<file path="src/design/wva_pkg.sv">
// ----------------------------------------------------------------------------
// wva_pkg
// Shared types and constants for the windowed vector averager.
// ----------------------------------------------------------------------------
package wva_pkg;

	localparam int unsigned CAPACITY = 16;
	localparam int unsigned IDX_W    = $clog2(CAPACITY);
	localparam int unsigned CNT_W    = $clog2(CAPACITY + 1);
	localparam int unsigned SMP_W    = 32;
	localparam int unsigned AGE_W    = 24;
	localparam int unsigned EL_W     = 20;
	localparam int unsigned SUM_W    = SMP_W + CNT_W;

	// register indexes
	localparam logic [1:0] REG_MODE   = 2'd0;
	localparam logic [1:0] REG_LIMIT  = 2'd1;
	localparam logic [1:0] REG_WINDOW = 2'd2;

	// smoothing modes
	localparam logic [1:0] MODE_PLAIN = 2'd0;
	localparam logic [1:0] MODE_TIME  = 2'd1;
	localparam logic [1:0] MODE_COUNT = 2'd2;

	localparam logic [1:0]  MODE_RST   = MODE_PLAIN;
	localparam logic [23:0] LIMIT_RST  = 24'd100000;
	localparam logic [7:0]  WINDOW_RST = 8'd3;

	typedef struct packed {
		logic signed [SMP_W-1:0] x;
		logic signed [SMP_W-1:0] y;
		logic signed [SMP_W-1:0] z;
		logic [EL_W-1:0]         elapsed;
	} item_t;

	typedef struct packed {
		logic [1:0]       mode;
		logic [AGE_W-1:0] limit;
		logic [7:0]       window;
	} cfg_t;

endpackage

</file>
<file path="src/design/wva_front.sv">
// ----------------------------------------------------------------------------
// wva_front
// Input side: accepts items into a two-entry queue for the back end.
// ----------------------------------------------------------------------------
module wva_front (
	input  logic           clk,
	input  logic           arst_n,
	input  logic           in_valid,
	output logic           in_ready,
	input  wva_pkg::item_t in_item,
	output logic           q_valid,
	output wva_pkg::item_t q_item,
	input  logic           q_pop
);

	wva_pkg::item_t buf_q [2];
	logic           wr_ptr_q;
	logic           rd_ptr_q;
	logic [1:0]     count_q;
	logic           push;
	logic           pop;

	assign in_ready = (count_q != 2'd2);
	assign q_valid  = (count_q != 2'd0);
	assign q_item   = buf_q[rd_ptr_q];
	assign push     = in_valid && in_ready;
	assign pop      = q_pop && q_valid;

	// queue storage
	always_ff @(posedge clk) begin
		if (push) begin
			buf_q[wr_ptr_q] <= in_item;
		end
	end

	// queue pointers and count
	always_ff @(posedge clk or negedge arst_n) begin
		if (!arst_n) begin
			wr_ptr_q <= 1'b0;
			rd_ptr_q <= 1'b0;
			count_q  <= 2'd0;
		end else begin
			if (push) begin
				wr_ptr_q <= ~wr_ptr_q;
			end
			if (pop) begin
				rd_ptr_q <= ~rd_ptr_q;
			end
			if (push && !pop) begin
				count_q <= count_q + 2'd1;
			end else if (pop && !push) begin
				count_q <= count_q - 2'd1;
			end
		end
	end

endmodule

</file>
<file path="src/design/wva_back.sv">
// ----------------------------------------------------------------------------
// wva_back
// Sequencer: ages and purges the sample store in time mode, trims the
// window, inserts the sample, sums, divides serially and holds the result.
// ----------------------------------------------------------------------------
module wva_back (
	input  logic                         clk,
	input  logic                         arst_n,
	input  wva_pkg::cfg_t                cfg,
	input  logic                         q_valid,
	input  wva_pkg::item_t               q_item,
	output logic                         q_pop,
	output logic                         out_valid,
	input  logic                         out_ready,
	output logic signed [31:0]           mean_x,
	output logic signed [31:0]           mean_y,
	output logic signed [31:0]           mean_z,
	output logic [4:0]                   used_count
);

	localparam int unsigned IW = wva_pkg::IDX_W;
	localparam int unsigned CW = wva_pkg::CNT_W;
	localparam int unsigned SW = wva_pkg::SUM_W;
	localparam int unsigned AW = wva_pkg::AGE_W;
	localparam int unsigned DCW = $clog2(SW + 1);

	localparam logic [2:0] S_IDLE = 3'd0;
	localparam logic [2:0] S_AGE  = 3'd1;
	localparam logic [2:0] S_FIT  = 3'd2;
	localparam logic [2:0] S_WR   = 3'd3;
	localparam logic [2:0] S_SUM  = 3'd4;
	localparam logic [2:0] S_DIV  = 3'd5;
	localparam logic [2:0] S_OUT  = 3'd6;

	// sample store
	logic signed [31:0] st_x_q [wva_pkg::CAPACITY];
	logic signed [31:0] st_y_q [wva_pkg::CAPACITY];
	logic signed [31:0] st_z_q [wva_pkg::CAPACITY];
	logic [AW-1:0]      st_age_q [wva_pkg::CAPACITY];

	logic [2:0]         state_q;
	wva_pkg::item_t     item_q;
	logic [CW-1:0]      fill_q;
	logic [IW-1:0]      oldest_q;
	logic [CW-1:0]      k_q;
	logic [CW-1:0]      purge_q;
	logic signed [SW-1:0] sum_q [3];
	logic [SW-1:0]      mag_q [3];
	logic [CW-1:0]      rem_q [3];
	logic               neg_q [3];
	logic [DCW-1:0]     dcnt_q;
	logic               out_valid_q;
	logic signed [31:0] mean_q [3];

	logic [IW-1:0]      slot;
	logic [AW:0]        age_sum;
	logic [AW-1:0]      age_new;
	logic               age_wr;
	logic [8:0]         win;
	logic [CW-1:0]      win_c;
	logic [CW-1:0]      drop_n;
	logic               st_wr;
	logic [IW-1:0]      wr_slot;
	logic [CW:0]        trial [3];
	logic               load_out;
	logic signed [SW-1:0] q_signed [3];

	assign slot    = oldest_q + k_q[IW-1:0];
	assign age_sum = {1'b0, st_age_q[slot]} + (AW+1)'(item_q.elapsed);
	assign age_new = age_sum[AW] ? {AW{1'b1}} : age_sum[AW-1:0];
	assign age_wr  = (state_q == S_AGE) && (k_q != fill_q);
	assign st_wr   = (state_q == S_WR);
	assign wr_slot = oldest_q + fill_q[IW-1:0];
	assign q_pop   = (state_q == S_IDLE) && q_valid;
	assign load_out = (state_q == S_OUT) && (!out_valid_q || out_ready);

	// window size for the current mode
	always_comb begin
		win = 9'd2;
		case (cfg.mode)
			wva_pkg::MODE_TIME: begin
				win = 9'(wva_pkg::CAPACITY);
			end
			wva_pkg::MODE_COUNT: begin
				win = {1'b0, cfg.window} + 9'd1;
				if (win < 9'd2) begin
					win = 9'd2;
				end
				if (win > 9'(wva_pkg::CAPACITY)) begin
					win = 9'(wva_pkg::CAPACITY);
				end
			end
			default: begin
				win = 9'd2;
			end
		endcase
		win_c  = win[CW-1:0];
		drop_n = fill_q - win_c + CW'(1);
	end

	// one restoring division step per axis
	always_comb begin
		for (int i = 0; i < 3; i++) begin
			trial[i]    = {rem_q[i], mag_q[i][SW-1]};
			q_signed[i] = neg_q[i] ? -$signed(mag_q[i]) : $signed(mag_q[i]);
		end
	end

	// store writes
	always_ff @(posedge clk) begin
		if (age_wr) begin
			st_age_q[slot] <= age_new;
		end
		if (st_wr) begin
			st_x_q[wr_slot]   <= item_q.x;
			st_y_q[wr_slot]   <= item_q.y;
			st_z_q[wr_slot]   <= item_q.z;
			st_age_q[wr_slot] <= '0;
		end
	end

	// datapath registers
	always_ff @(posedge clk) begin
		if (q_pop) begin
			item_q <= q_item;
		end
		case (state_q)
			S_WR: begin
				for (int i = 0; i < 3; i++) begin
					sum_q[i] <= '0;
				end
			end
			S_SUM: begin
				if (k_q != fill_q) begin
					sum_q[0] <= sum_q[0] + SW'(st_x_q[slot]);
					sum_q[1] <= sum_q[1] + SW'(st_y_q[slot]);
					sum_q[2] <= sum_q[2] + SW'(st_z_q[slot]);
				end else begin
					for (int i = 0; i < 3; i++) begin
						neg_q[i] <= sum_q[i][SW-1];
						mag_q[i] <= sum_q[i][SW-1] ? SW'(-sum_q[i]) : SW'(sum_q[i]);
						rem_q[i] <= '0;
					end
				end
			end
			S_DIV: begin
				if (dcnt_q != DCW'(SW)) begin
					for (int i = 0; i < 3; i++) begin
						if (trial[i] >= {1'b0, fill_q}) begin
							rem_q[i] <= CW'(trial[i] - {1'b0, fill_q});
							mag_q[i] <= {mag_q[i][SW-2:0], 1'b1};
						end else begin
							rem_q[i] <= trial[i][CW-1:0];
							mag_q[i] <= {mag_q[i][SW-2:0], 1'b0};
						end
					end
				end
			end
			default: begin
			end
		endcase
		if (load_out) begin
			for (int i = 0; i < 3; i++) begin
				mean_q[i] <= q_signed[i][31:0];
			end
			used_count <= 5'(fill_q);
		end
	end

	// control sequencer
	always_ff @(posedge clk or negedge arst_n) begin
		if (!arst_n) begin
			state_q     <= S_IDLE;
			fill_q      <= '0;
			oldest_q    <= '0;
			k_q         <= '0;
			purge_q     <= '0;
			dcnt_q      <= '0;
			out_valid_q <= 1'b0;
		end else begin
			if (out_valid_q && out_ready && !load_out) begin
				out_valid_q <= 1'b0;
			end
			case (state_q)
				S_IDLE: begin
					if (q_valid) begin
						k_q     <= '0;
						purge_q <= '0;
						state_q <= (cfg.mode == wva_pkg::MODE_TIME) ? S_AGE : S_FIT;
					end
				end
				S_AGE: begin
					if (k_q != fill_q) begin
						k_q <= k_q + CW'(1);
						if (age_new >= cfg.limit) begin
							purge_q <= purge_q + CW'(1);
						end
					end else begin
						fill_q   <= fill_q - purge_q;
						oldest_q <= oldest_q + purge_q[IW-1:0];
						state_q  <= S_FIT;
					end
				end
				S_FIT: begin
					if (fill_q >= win_c) begin
						oldest_q <= oldest_q + drop_n[IW-1:0];
						fill_q   <= win_c - CW'(1);
					end
					state_q <= S_WR;
				end
				S_WR: begin
					fill_q  <= fill_q + CW'(1);
					k_q     <= '0;
					state_q <= S_SUM;
				end
				S_SUM: begin
					if (k_q != fill_q) begin
						k_q <= k_q + CW'(1);
					end else begin
						dcnt_q  <= '0;
						state_q <= S_DIV;
					end
				end
				S_DIV: begin
					if (dcnt_q != DCW'(SW)) begin
						dcnt_q <= dcnt_q + DCW'(1);
					end else begin
						state_q <= S_OUT;
					end
				end
				S_OUT: begin
					if (load_out) begin
						out_valid_q <= 1'b1;
						state_q     <= S_IDLE;
					end
				end
				default: begin
					state_q <= S_IDLE;
				end
			endcase
		end
	end

	assign out_valid = out_valid_q;
	assign mean_x    = mean_q[0];
	assign mean_y    = mean_q[1];
	assign mean_z    = mean_q[2];

endmodule

</file>
<file path="src/design/windowed_vector_averager.sv">
// ----------------------------------------------------------------------------
// windowed_vector_averager
// Moving average of three-axis samples over a plain, time or count window.
// ----------------------------------------------------------------------------
// Input items (sample_x/y/z, elapsed_us) arrive on in_valid/in_ready and land
// in a two-entry queue, so the sender is held off only when that queue fills.
// Each item gives one result (mean_x/y/z, used_count) on out_valid/out_ready.
// The back end handles one item at a time: it takes the item, in time mode
// walks the ages of the samples already stored, trims the window and
// inserts the item, sums the samples kept (their number is used_count, at
// most 16), divides bit-serially by the count and loads the output register.
// Most of the time per item goes to the store walk and the serial divider.
// A result waits in the output register while out_ready is low; the back end
// goes on with the next item and stalls only when its next result is ready to
// load while the old one still waits, and the input queue keeps taking items
// until it is full. Reset empties the window and the queue and sets the
// registers to plain mode, age limit 100000 us and window setting 3. Registers
// sit at byte addresses 0 (mode), 4 (age limit) and 8 (window setting).
// ----------------------------------------------------------------------------
module windowed_vector_averager (
	input  logic               clk,
	input  logic               arst_n,
	input  logic               psel,
	input  logic               penable,
	input  logic               pwrite,
	input  logic [3:0]         paddr,
	input  logic [31:0]        pwdata,
	output logic [31:0]        prdata,
	output logic               pready,
	input  logic               in_valid,
	output logic               in_ready,
	input  logic signed [31:0] sample_x,
	input  logic signed [31:0] sample_y,
	input  logic signed [31:0] sample_z,
	input  logic [19:0]        elapsed_us,
	output logic               out_valid,
	input  logic               out_ready,
	output logic signed [31:0] mean_x,
	output logic signed [31:0] mean_y,
	output logic signed [31:0] mean_z,
	output logic [4:0]         used_count
);

	wva_pkg::cfg_t  cfg_q;
	wva_pkg::item_t in_item;
	wva_pkg::item_t q_item;
	logic           q_valid;
	logic           q_pop;
	logic           wr_en;

	assign pready = 1'b1;
	assign wr_en  = psel && penable && pwrite;

	// configuration registers
	always_ff @(posedge clk or negedge arst_n) begin
		if (!arst_n) begin
			cfg_q.mode   <= wva_pkg::MODE_RST;
			cfg_q.limit  <= wva_pkg::LIMIT_RST;
			cfg_q.window <= wva_pkg::WINDOW_RST;
		end else if (wr_en) begin
			case (paddr[3:2])
				wva_pkg::REG_MODE:   cfg_q.mode   <= pwdata[1:0];
				wva_pkg::REG_LIMIT:  cfg_q.limit  <= pwdata[23:0];
				wva_pkg::REG_WINDOW: cfg_q.window <= pwdata[7:0];
				default: begin
				end
			endcase
		end
	end

	// register read back
	always_comb begin
		case (paddr[3:2])
			wva_pkg::REG_MODE:   prdata = {30'd0, cfg_q.mode};
			wva_pkg::REG_LIMIT:  prdata = {8'd0, cfg_q.limit};
			wva_pkg::REG_WINDOW: prdata = {24'd0, cfg_q.window};
			default:             prdata = 32'd0;
		endcase
	end

	assign in_item.x       = sample_x;
	assign in_item.y       = sample_y;
	assign in_item.z       = sample_z;
	assign in_item.elapsed = elapsed_us;

	wva_front u_front (
		.clk      (clk),
		.arst_n   (arst_n),
		.in_valid (in_valid),
		.in_ready (in_ready),
		.in_item  (in_item),
		.q_valid  (q_valid),
		.q_item   (q_item),
		.q_pop    (q_pop)
	);

	wva_back u_back (
		.clk        (clk),
		.arst_n     (arst_n),
		.cfg        (cfg_q),
		.q_valid    (q_valid),
		.q_item     (q_item),
		.q_pop      (q_pop),
		.out_valid  (out_valid),
		.out_ready  (out_ready),
		.mean_x     (mean_x),
		.mean_y     (mean_y),
		.mean_z     (mean_z),
		.used_count (used_count)
	);

endmodule

</file>
<file path="config.mk">
export PLATFORM = sky130hd
export DESIGN_NAME = windowed_vector_averager
export DESIGN_NICKNAME = d
export VERILOG_FILES = /design/src/design/wva_pkg.sv /design/src/design/wva_front.sv /design/src/design/wva_back.sv /design/src/design/windowed_vector_averager.sv
export SDC_FILE = /design/constraint.sdc
export NUM_CORES = 2
export LEC_CHECK = 0
export BUFFER_PORTS_ARGS = -buffer_cell sky130_fd_sc_hd__buf_4
export CORE_ASPECT_RATIO = 0.9
export CORE_MARGIN = 5
export CORE_UTILIZATION = 52
export DETAILED_ROUTE_END_ITERATION = 10
export GPL_TIMING_DRIVEN = 1
export HOLD_SLACK_MARGIN = 0.05
export MAX_ROUTING_LAYER = met4
export PLACE_DENSITY = 0.71
export REMOVE_ABC_BUFFERS = 1
export SLEW_MARGIN = 20
export SYNTH_ARGS = -nofsm -noshare
export SYNTH_HDL_FRONTEND = slang
export SYNTH_SLANG_ARGS = --single-unit
</file>
<file path="constraint.sdc">
create_clock -name clk -period 7.67 [get_ports clk]
set_input_delay 1.534 -clock clk [delete_from_list [all_inputs] [get_ports clk]]
set_output_delay 1.534 -clock clk [all_outputs]
set_load 0.03 [all_outputs]
</file>
Word level (Yosys, flattened, before mapping):

Memory sizes are Yosys's and may differ from the RTL's. A register that Yosys moved wholly into a read port is not among the register bits.
Cells that the tools add are included.

* register bits after elaboration: 72
* RAM bits: 2488
* input bits: 159
* output and inout bits: 136
* logic and storage cells: 230
* memories kept: 10

* $add $sub $neg: 28
* order comparisons: 7
* eq/ne operators: 23
* multiplexer cells: 95
* bitwise operators: 17
* reductions and logical operators: 36

Memories
* u_back.st_x_q: words 16, width 32, read ports 1, clocked after Yosys merged registers in 0, write ports 1, RTL line wva_back.sv:36 `logic signed [31:0] st_x_q [wva_pkg::CAPACITY];`
* u_back.st_y_q: words 16, width 32, read ports 1, clocked after Yosys merged registers in 0, write ports 1, RTL line wva_back.sv:37 `logic signed [31:0] st_y_q [wva_pkg::CAPACITY];`
* u_back.st_z_q: words 16, width 32, read ports 1, clocked after Yosys merged registers in 0, write ports 1, RTL line wva_back.sv:38 `logic signed [31:0] st_z_q [wva_pkg::CAPACITY];`
* u_back.st_age_q: words 16, width 24, read ports 1, clocked after Yosys merged registers in 0, write ports 1, RTL line wva_back.sv:39 `logic [AW-1:0] st_age_q [wva_pkg::CAPACITY];`
* u_front.buf_q: words 2, width 116, read ports 1, clocked after Yosys merged registers in 1, write ports 1, RTL line wva_front.sv:16 `wva_pkg::item_t buf_q [2];`
* u_back.mag_q: words 3, width 37, read ports 3, clocked after Yosys merged registers in 0, write ports 3, RTL line wva_back.sv:48 `logic [SW-1:0] mag_q [3];`
* +4 memories

Operator list (number)
* $mux 37: 12
* $add 37x32->37: 3
* $neg 37->37: 3
* $mux 32: 3
* $neg 32->32: 3
* $pmux 24 s3: 1
* $mux 5: 13
* $mux 24: 2
* $mux 1: 42
* $pmux 5 s3: 2
* $add 24x20->25: 1
* $ge 24x24->1: 1
* $reduce_or 24->1: 1
* $pmux 3 s7: 1
* $pmux 5 s2: 2
* $sub 5x5->5: 4
* $ge 6x5->1: 3
* $mux 9: 2
* $add 4x4->4: 4
* $add 5x1->5 const B: 3
* $mux 3: 5
* $or 1x1->1: 15
* $mux 4: 3
* $mux 6: 2
* other kinds (35): 75

Depth between registers and ports, before layout:

* depth in word-level cells: 12
* gate-level depth with buffers: 34
* depth with buffers taken out: 27

Hierarchy:

Synthesis repeated with hierarchy kept, for this count alone.

* cell total of the unflattened synthesis: 6703
* area, all modules: 112997.1 um^2

Modules (own cells, without submodules)
* wva_back: instances 1, cells an instance 6205, area an instance 102686.0 um^2, seq. area each 72094.1 um^2
* wva_front: instances 1, cells an instance 379, area an instance 8675.8 um^2, seq. area each 7066.8 um^2
* windowed_vector_averager: instances 1, cells an instance 119, area an instance 1635.3 um^2, seq. area each 860.8 um^2

Worst setup path after synthesis:

Ideal clock, no wire load.

* path kind: reg-to-reg
* from: reg u_back.k_q[0]
* to: reg u_back.purge_q[0]
* library setup time: 0.126 ns
* arrival time: 7.697 ns
* slack: -0.152 ns
* stages on the path, launching flop included: 34
* period minus slack after synthesis: 7.822 ns
* cells stage by stage: dfrtp_1 ha_1 fa_1 buf_2 buf_1 buf_1 clkbuf_1 clkbuf_1 clkbuf_1 mux4_2 nand2_1 a31oi_1 ha_1 inv_1 fa_1 nor2b_1 o21ai_0 a21boi_0 o41ai_1 a21oi_1 a31oi_1 or3_1 clkbuf_1 clkbuf_1 nand2_1 ha_1 a21o_1 a21oi_1 o211a_1 a2111oi_0 o31ai_1 a21oi_1 nor2_1 mux2_2

* longest elaborated chain between the ends: 7
* elaborated cells between the ends (all ways): 9
* those cells by class: add/sub (2); order compare (1); eq/ne (3); mux (1); reduce/logical (1); memory (1)

Ends and longest elaborated chain
* start: declaration: RTL line wva_back.sv:45 `logic [CW-1:0] k_q;`
* start signal: assignment: RTL line wva_back.sv:194 `k_q <= k_q + CW'(1);`
* start signal: assignment: RTL line wva_back.sv:218 `k_q <= k_q + CW'(1);`
* $add 4x4->4: RTL line wva_back.sv:68 `assign slot = oldest_q + k_q[IW-1:0];`
* $mem_v2 16x24
* $add 24x20->25: RTL line wva_back.sv:69 `assign age_sum = {1'b0, st_age_q[slot]} + (AW+1)'(item_q.elapsed);`
* $mux 24: RTL line wva_back.sv:70 `assign age_new = age_sum[AW] ? {AW{1'b1}} : age_sum[AW-1:0];`
* $ge 24x24->1: RTL line wva_back.sv:195 `if (age_new >= cfg.limit) begin`
* $ne 2x2->1 (no source line)
* $reduce_and 4->1 (no source line) *
* end signal: assignment: RTL line wva_back.sv:196 `purge_q <= purge_q + CW'(1);`
* end: declaration: RTL line wva_back.sv:46 `logic [CW-1:0] purge_q;`

Mark *: on every way between the ends. The rest lies on a longest branch, timed or not.
A chain may end at the register's enable or synchronous reset.

==> summary.md <==
| Metric | Value |
|---|---|
| Outcome | `complete, no violations` |
| DRT antenna net count | `0` |
| Sw Share | `37.1%` |
| DR WL/cell | `26.7 um` |
| WP data arrival | `7890 ps` |
| Floorplan row count | `162` |
| Final hold violation count | `0` |
| Setup TNS | `0 ps` |
| Crit Path Class | `reg -> reg` |
| Die W | `501 um` |
| Max H-tree Level | `5` |
| Hpwl dp | `150 mm` |
| Register area share after synthesis | `70.9%` |
| Worst-skew pair later-pin latency | `910 ps` |
| FMAX | `0.138 GHz` |
| Worst slew pin tran | `1360 ps` |
| Yosys cell types | `81` |
| Startpoint Class | `register` |
| RePlAce Congestion | `0.881` |
| Primary FF master, synth | `edfxtp_1` |
| Sw power | `0.0236 W` |
| CP peak stage delay | `990 ps` |
| Initial Util | `52.2%` |
| Core Box Area | `0.216 mm^2` |
| Crit path max fanout | `87` |
| P_leak | `42.7 nW` |
| Max Transition Viols Final | `0` |
| RSZ-0062 raised after global routing | `false` |
| Die area | `0.227 mm^2` |
| Placed cell count | `9759` |
| Tmin final | `7250 ps` |
| Die Y | `452 um` |
| Mean Syn Cell Area | `16.7 um^2` |
| Root Driver | `clkbuf_16` |
| Worst rel slew slack | `9.18%` |
| First-pass GRT wire length | `403 mm` |
| Internal power | `0.0400 W` |
| Number of port buffers | `275` |
| Register-to-register path setup slack | `420 ps` |
| Final Hold Slack | `486 ps` |
| Post-DP Area | `0.119 mm^2` |
| Gate power share | `43.3%` |
| Final period util | `94.5%` |
| Tot Pwr | `0.0636 W` |
| Total GRT Usage | `24.6%` |
| Sequence of cells on the critical path | `ha_4 -> fa_4 -> buf_6 -> buf_4 -> buf_4 -> buf_12 -> mux4_2 -> nand2_1 -> and3_1 -> a31oi_1 -> ha_1 -> o21a_1 -> o31a_1 -> a221oi_1 -> o2bb2ai_1 -> o31a_1 -> o21ai_0 -> a31oi_1 -> xor2_1 -> nor2_1` |
| Critical Path RT | `8300 ps` |
| Sequential share of power | `36.5%` |
| Via count | `62781` |
| CTS sink cnt | `2676` |
| Vias in the first global route | `62263` |
| Design area | `0.128 mm^2` |
| Worst Setup SP | `u_back.oldest_q[0]$_DFFE_PN0P_` |
| Post-synthesis cell count | `6778` |
| 1st-iter DRT viols | `6989` |
| Clk_skew | `68.9 ps` |
| Critical path endpoint category | `register` |
| VDD IR-drop max | `0.000374 V` |
| Yosys reg bits | `2676` |
| Area delta synth->final | `13.2%` |
| Post-Syn Area | `0.113 mm^2` |
| Clock power share | `20.2%` |
| Via density | `6.13` |
| Antenna violations before repair | `10` |
| RR Endpoint | `u_back.sum_q[0][30]$_SDFFCE_PN0P_` |
| Worst Hold Class | `reg -> reg` |
| Drt pass-1 iters | `7` |
| Largest net degree at the start of global routing | `115` |
| Clk slew on worst S/H paths | `60 ps` |
| CP Capture Point | `u_back.sum_q[0][30]$_SDFFCE_PN0P_` |
| Cell family with most CP delay | `compound AO/OA/AOI/OAI gates` |
| Final setup viols | `0` |
| MaxCap Viol Count | `0` |
| Crit path depth | `20` |
| Fin cells | `10235` |
| Most frequent cells in the layout | `edfxtp_1 (2608), nand2_1 (781), mux4_2 (480), buf_4 (385), o21ai_0 (291)` |
| CP max-delay cell | `fa_4` |
| Worst reg2reg startpoint | `u_back.oldest_q[0]$_DFFE_PN0P_` |
| R2r worst-path depth | `20` |
| I/O pins | `295` |
| Share of layout cells above drive strength 1 | `20.4%` |
| Commonest non-fill, non-tap cell in the layout | `edfxtp_1` |
| WP buf/inv | `4` |
| Fraction of registers with async set/reset | `2.50%` |
| Yosys warns | `0` |
| CTS Buf Count | `280` |
| PwrDens | `497 mW/mm^2` |
| CTS tree | `built` |
| Nets | `7557` |
| Number of synthesized flops with an enable pin | `2608` |
| Final WL | `273 mm` |
| Post-CTS Resized | `0` |
| DRC | `0` |
| Longest Clk Path Bufs | `4` |
| Grt ovf | `0` |
==> timing repair <==
item | 4_1_cts | 5_1_grt
buffers inserted | 0 | 1
endpoints found under the setup margin | 0 | 1
hold endpoints to repair | 0 | 0
hold buffers | 0 | 0
==> per-stage QoR <==
| stage | utilization (%) | setup WS (ps) |
|---|---|---|
| finish | 59.1 | 418 |
| global route | 59.1 | 15.2 |
| CTS | 59.0 | 494 |
| detailed placement | 55.1 | 541 |
| global placement | 55.1 | 566 |
| floorplan | - | -16710 |
==> flip-flops by register name, indices dropped and copies added, names as in the netlist, 6 cells and up <==
register,flops
u_back.sum_q,111
cfg_q,34
u_back.rem_q,15
u_back.st_x_q,512
u_back.dcnt_q,6
u_back.mean_q,96
u_front.buf_q,232
u_back.st_age_q,384
u_back.mag_q,111
u_back.st_z_q,512
u_back.st_y_q,512
u_back.item_q,116
==> worst min-delay path by stage <==
stage                                          from                              to  slack (ps)  depth (start not counted)
floorplan           u_back.mag_q[2][0]$_SDFFE_PP0P_  u_back.mean_q[0][64]$_DFFE_PP_         450                          0
global placement     u_front.count_q[1]$_DFFE_PN0P_  u_front.count_q[1]$_DFFE_PN0P_         510                          1
detailed placement  u_back.mag_q[2][0]$_SDFFE_PP0P_  u_back.mean_q[0][64]$_DFFE_PP_         490                          0
CTS                  u_front.buf_q[0][34]$_DFFE_PP_     u_back.item_q[34]$_DFFE_PP_         490                          1
global route         u_front.buf_q[0][34]$_DFFE_PP_     u_back.item_q[34]$_DFFE_PP_         500                          1
finish               u_front.buf_q[0][34]$_DFFE_PP_     u_back.item_q[34]$_DFFE_PP_         490                          1
==> routing by layer <==
metal  vias to the layer above  track usage (%)  part of all wire (%)
met5                         -                -                     0
met4                         0             8.49                   3.5
met3                       490             3.71                   7.7
met2                      2759             37.9                    48
met1                     32241             34.1                    41
li1                      27291                -                     -
==> final cells by class <==
cell class,instances,area [um^2]
fill,15675,88400
sequential,2676,80000
multi-input combinational,3682,31700
clock buffer,361,7540
timing repair buffer,420,3610
tap,2870,3590
clock inverter,105,953
inverter,118,450
antenna,3,7.51
==> worst reg2reg max path, cell delays in order, from the launching register on <==
cell,delay (ps)
dfrtp_1,480
ha_4,220
fa_4,990
buf_6,240
buf_4,240
buf_4,590
buf_12,540
mux4_2,460
nand2_1,70
and3_1,240
a31oi_1,320
ha_1,350
o21a_1,240
o31a_1,240
a221oi_1,470
o2bb2ai_1,310
o31a_1,320
o21ai_0,220
a31oi_1,230
xor2_1,160
nor2_1,50
==> cell usage after synthesis (20+ instances only) <==
master | count | share of area, %
nand2_1 | 782 | 2.6
nand3_1 | 47 | 0.21
a31oi_1 | 132 | 0.73
nor2b_1 | 21 | 0.12
clkbuf_1 | 215 | 0.71
nand2b_1 | 31 | 0.17
edfxtp_1 | 2608 | 69
dfrtp_1 | 59 | 1.3
o41ai_1 | 24 | 0.19
o21ai_0 | 291 | 1.3
nor3_1 | 56 | 0.25
inv_1 | 118 | 0.39
and2_1 | 45 | 0.25
or3_1 | 55 | 0.30
buf_2 | 44 | 0.20
a21o_1 | 73 | 0.49
and3_1 | 126 | 0.70
nand4_1 | 21 | 0.12
ha_1 | 206 | 2.3
xnor2_1 | 167 | 1.3
o31ai_1 | 71 | 0.47
xor2_1 | 185 | 1.4
nor2_1 | 279 | 0.93
mux2_2 | 137 | 1.4
buf_1 | 39 | 0.13
a21oi_1 | 169 | 0.75
or4_1 | 20 | 0.13
mux4_2 | 480 | 9.6
o21a_1 | 28 | 0.19
==> power groups by stage <==
stage	Clock (W)	Combinational, W	Sequential [W]
finish	0.0128	0.0275	0.0232
detailed placement	0	0.0271	0.0235
global placement	0	0.0265	0.0233
CTS	0.0130	0.0274	0.0232
global route	0.0137	0.0300	0.0235
floorplan	0	0.0168	0.0228
==> kinds of logic after synthesis <==
kind of cell,after synthesis,share of synthesized area [%]
other,2,0.00665
and+or+nand+nor,1547,6.21
DFF,2676,70.9
buffers and inverters,427,1.50
muxes,632,11.1
AOI/OAI and AO/OA,922,5.08
adders and majority gates,220,2.53
xor gates and xnor gates,352,2.73
Note: power is estimated with default switching activity, not from simulation.
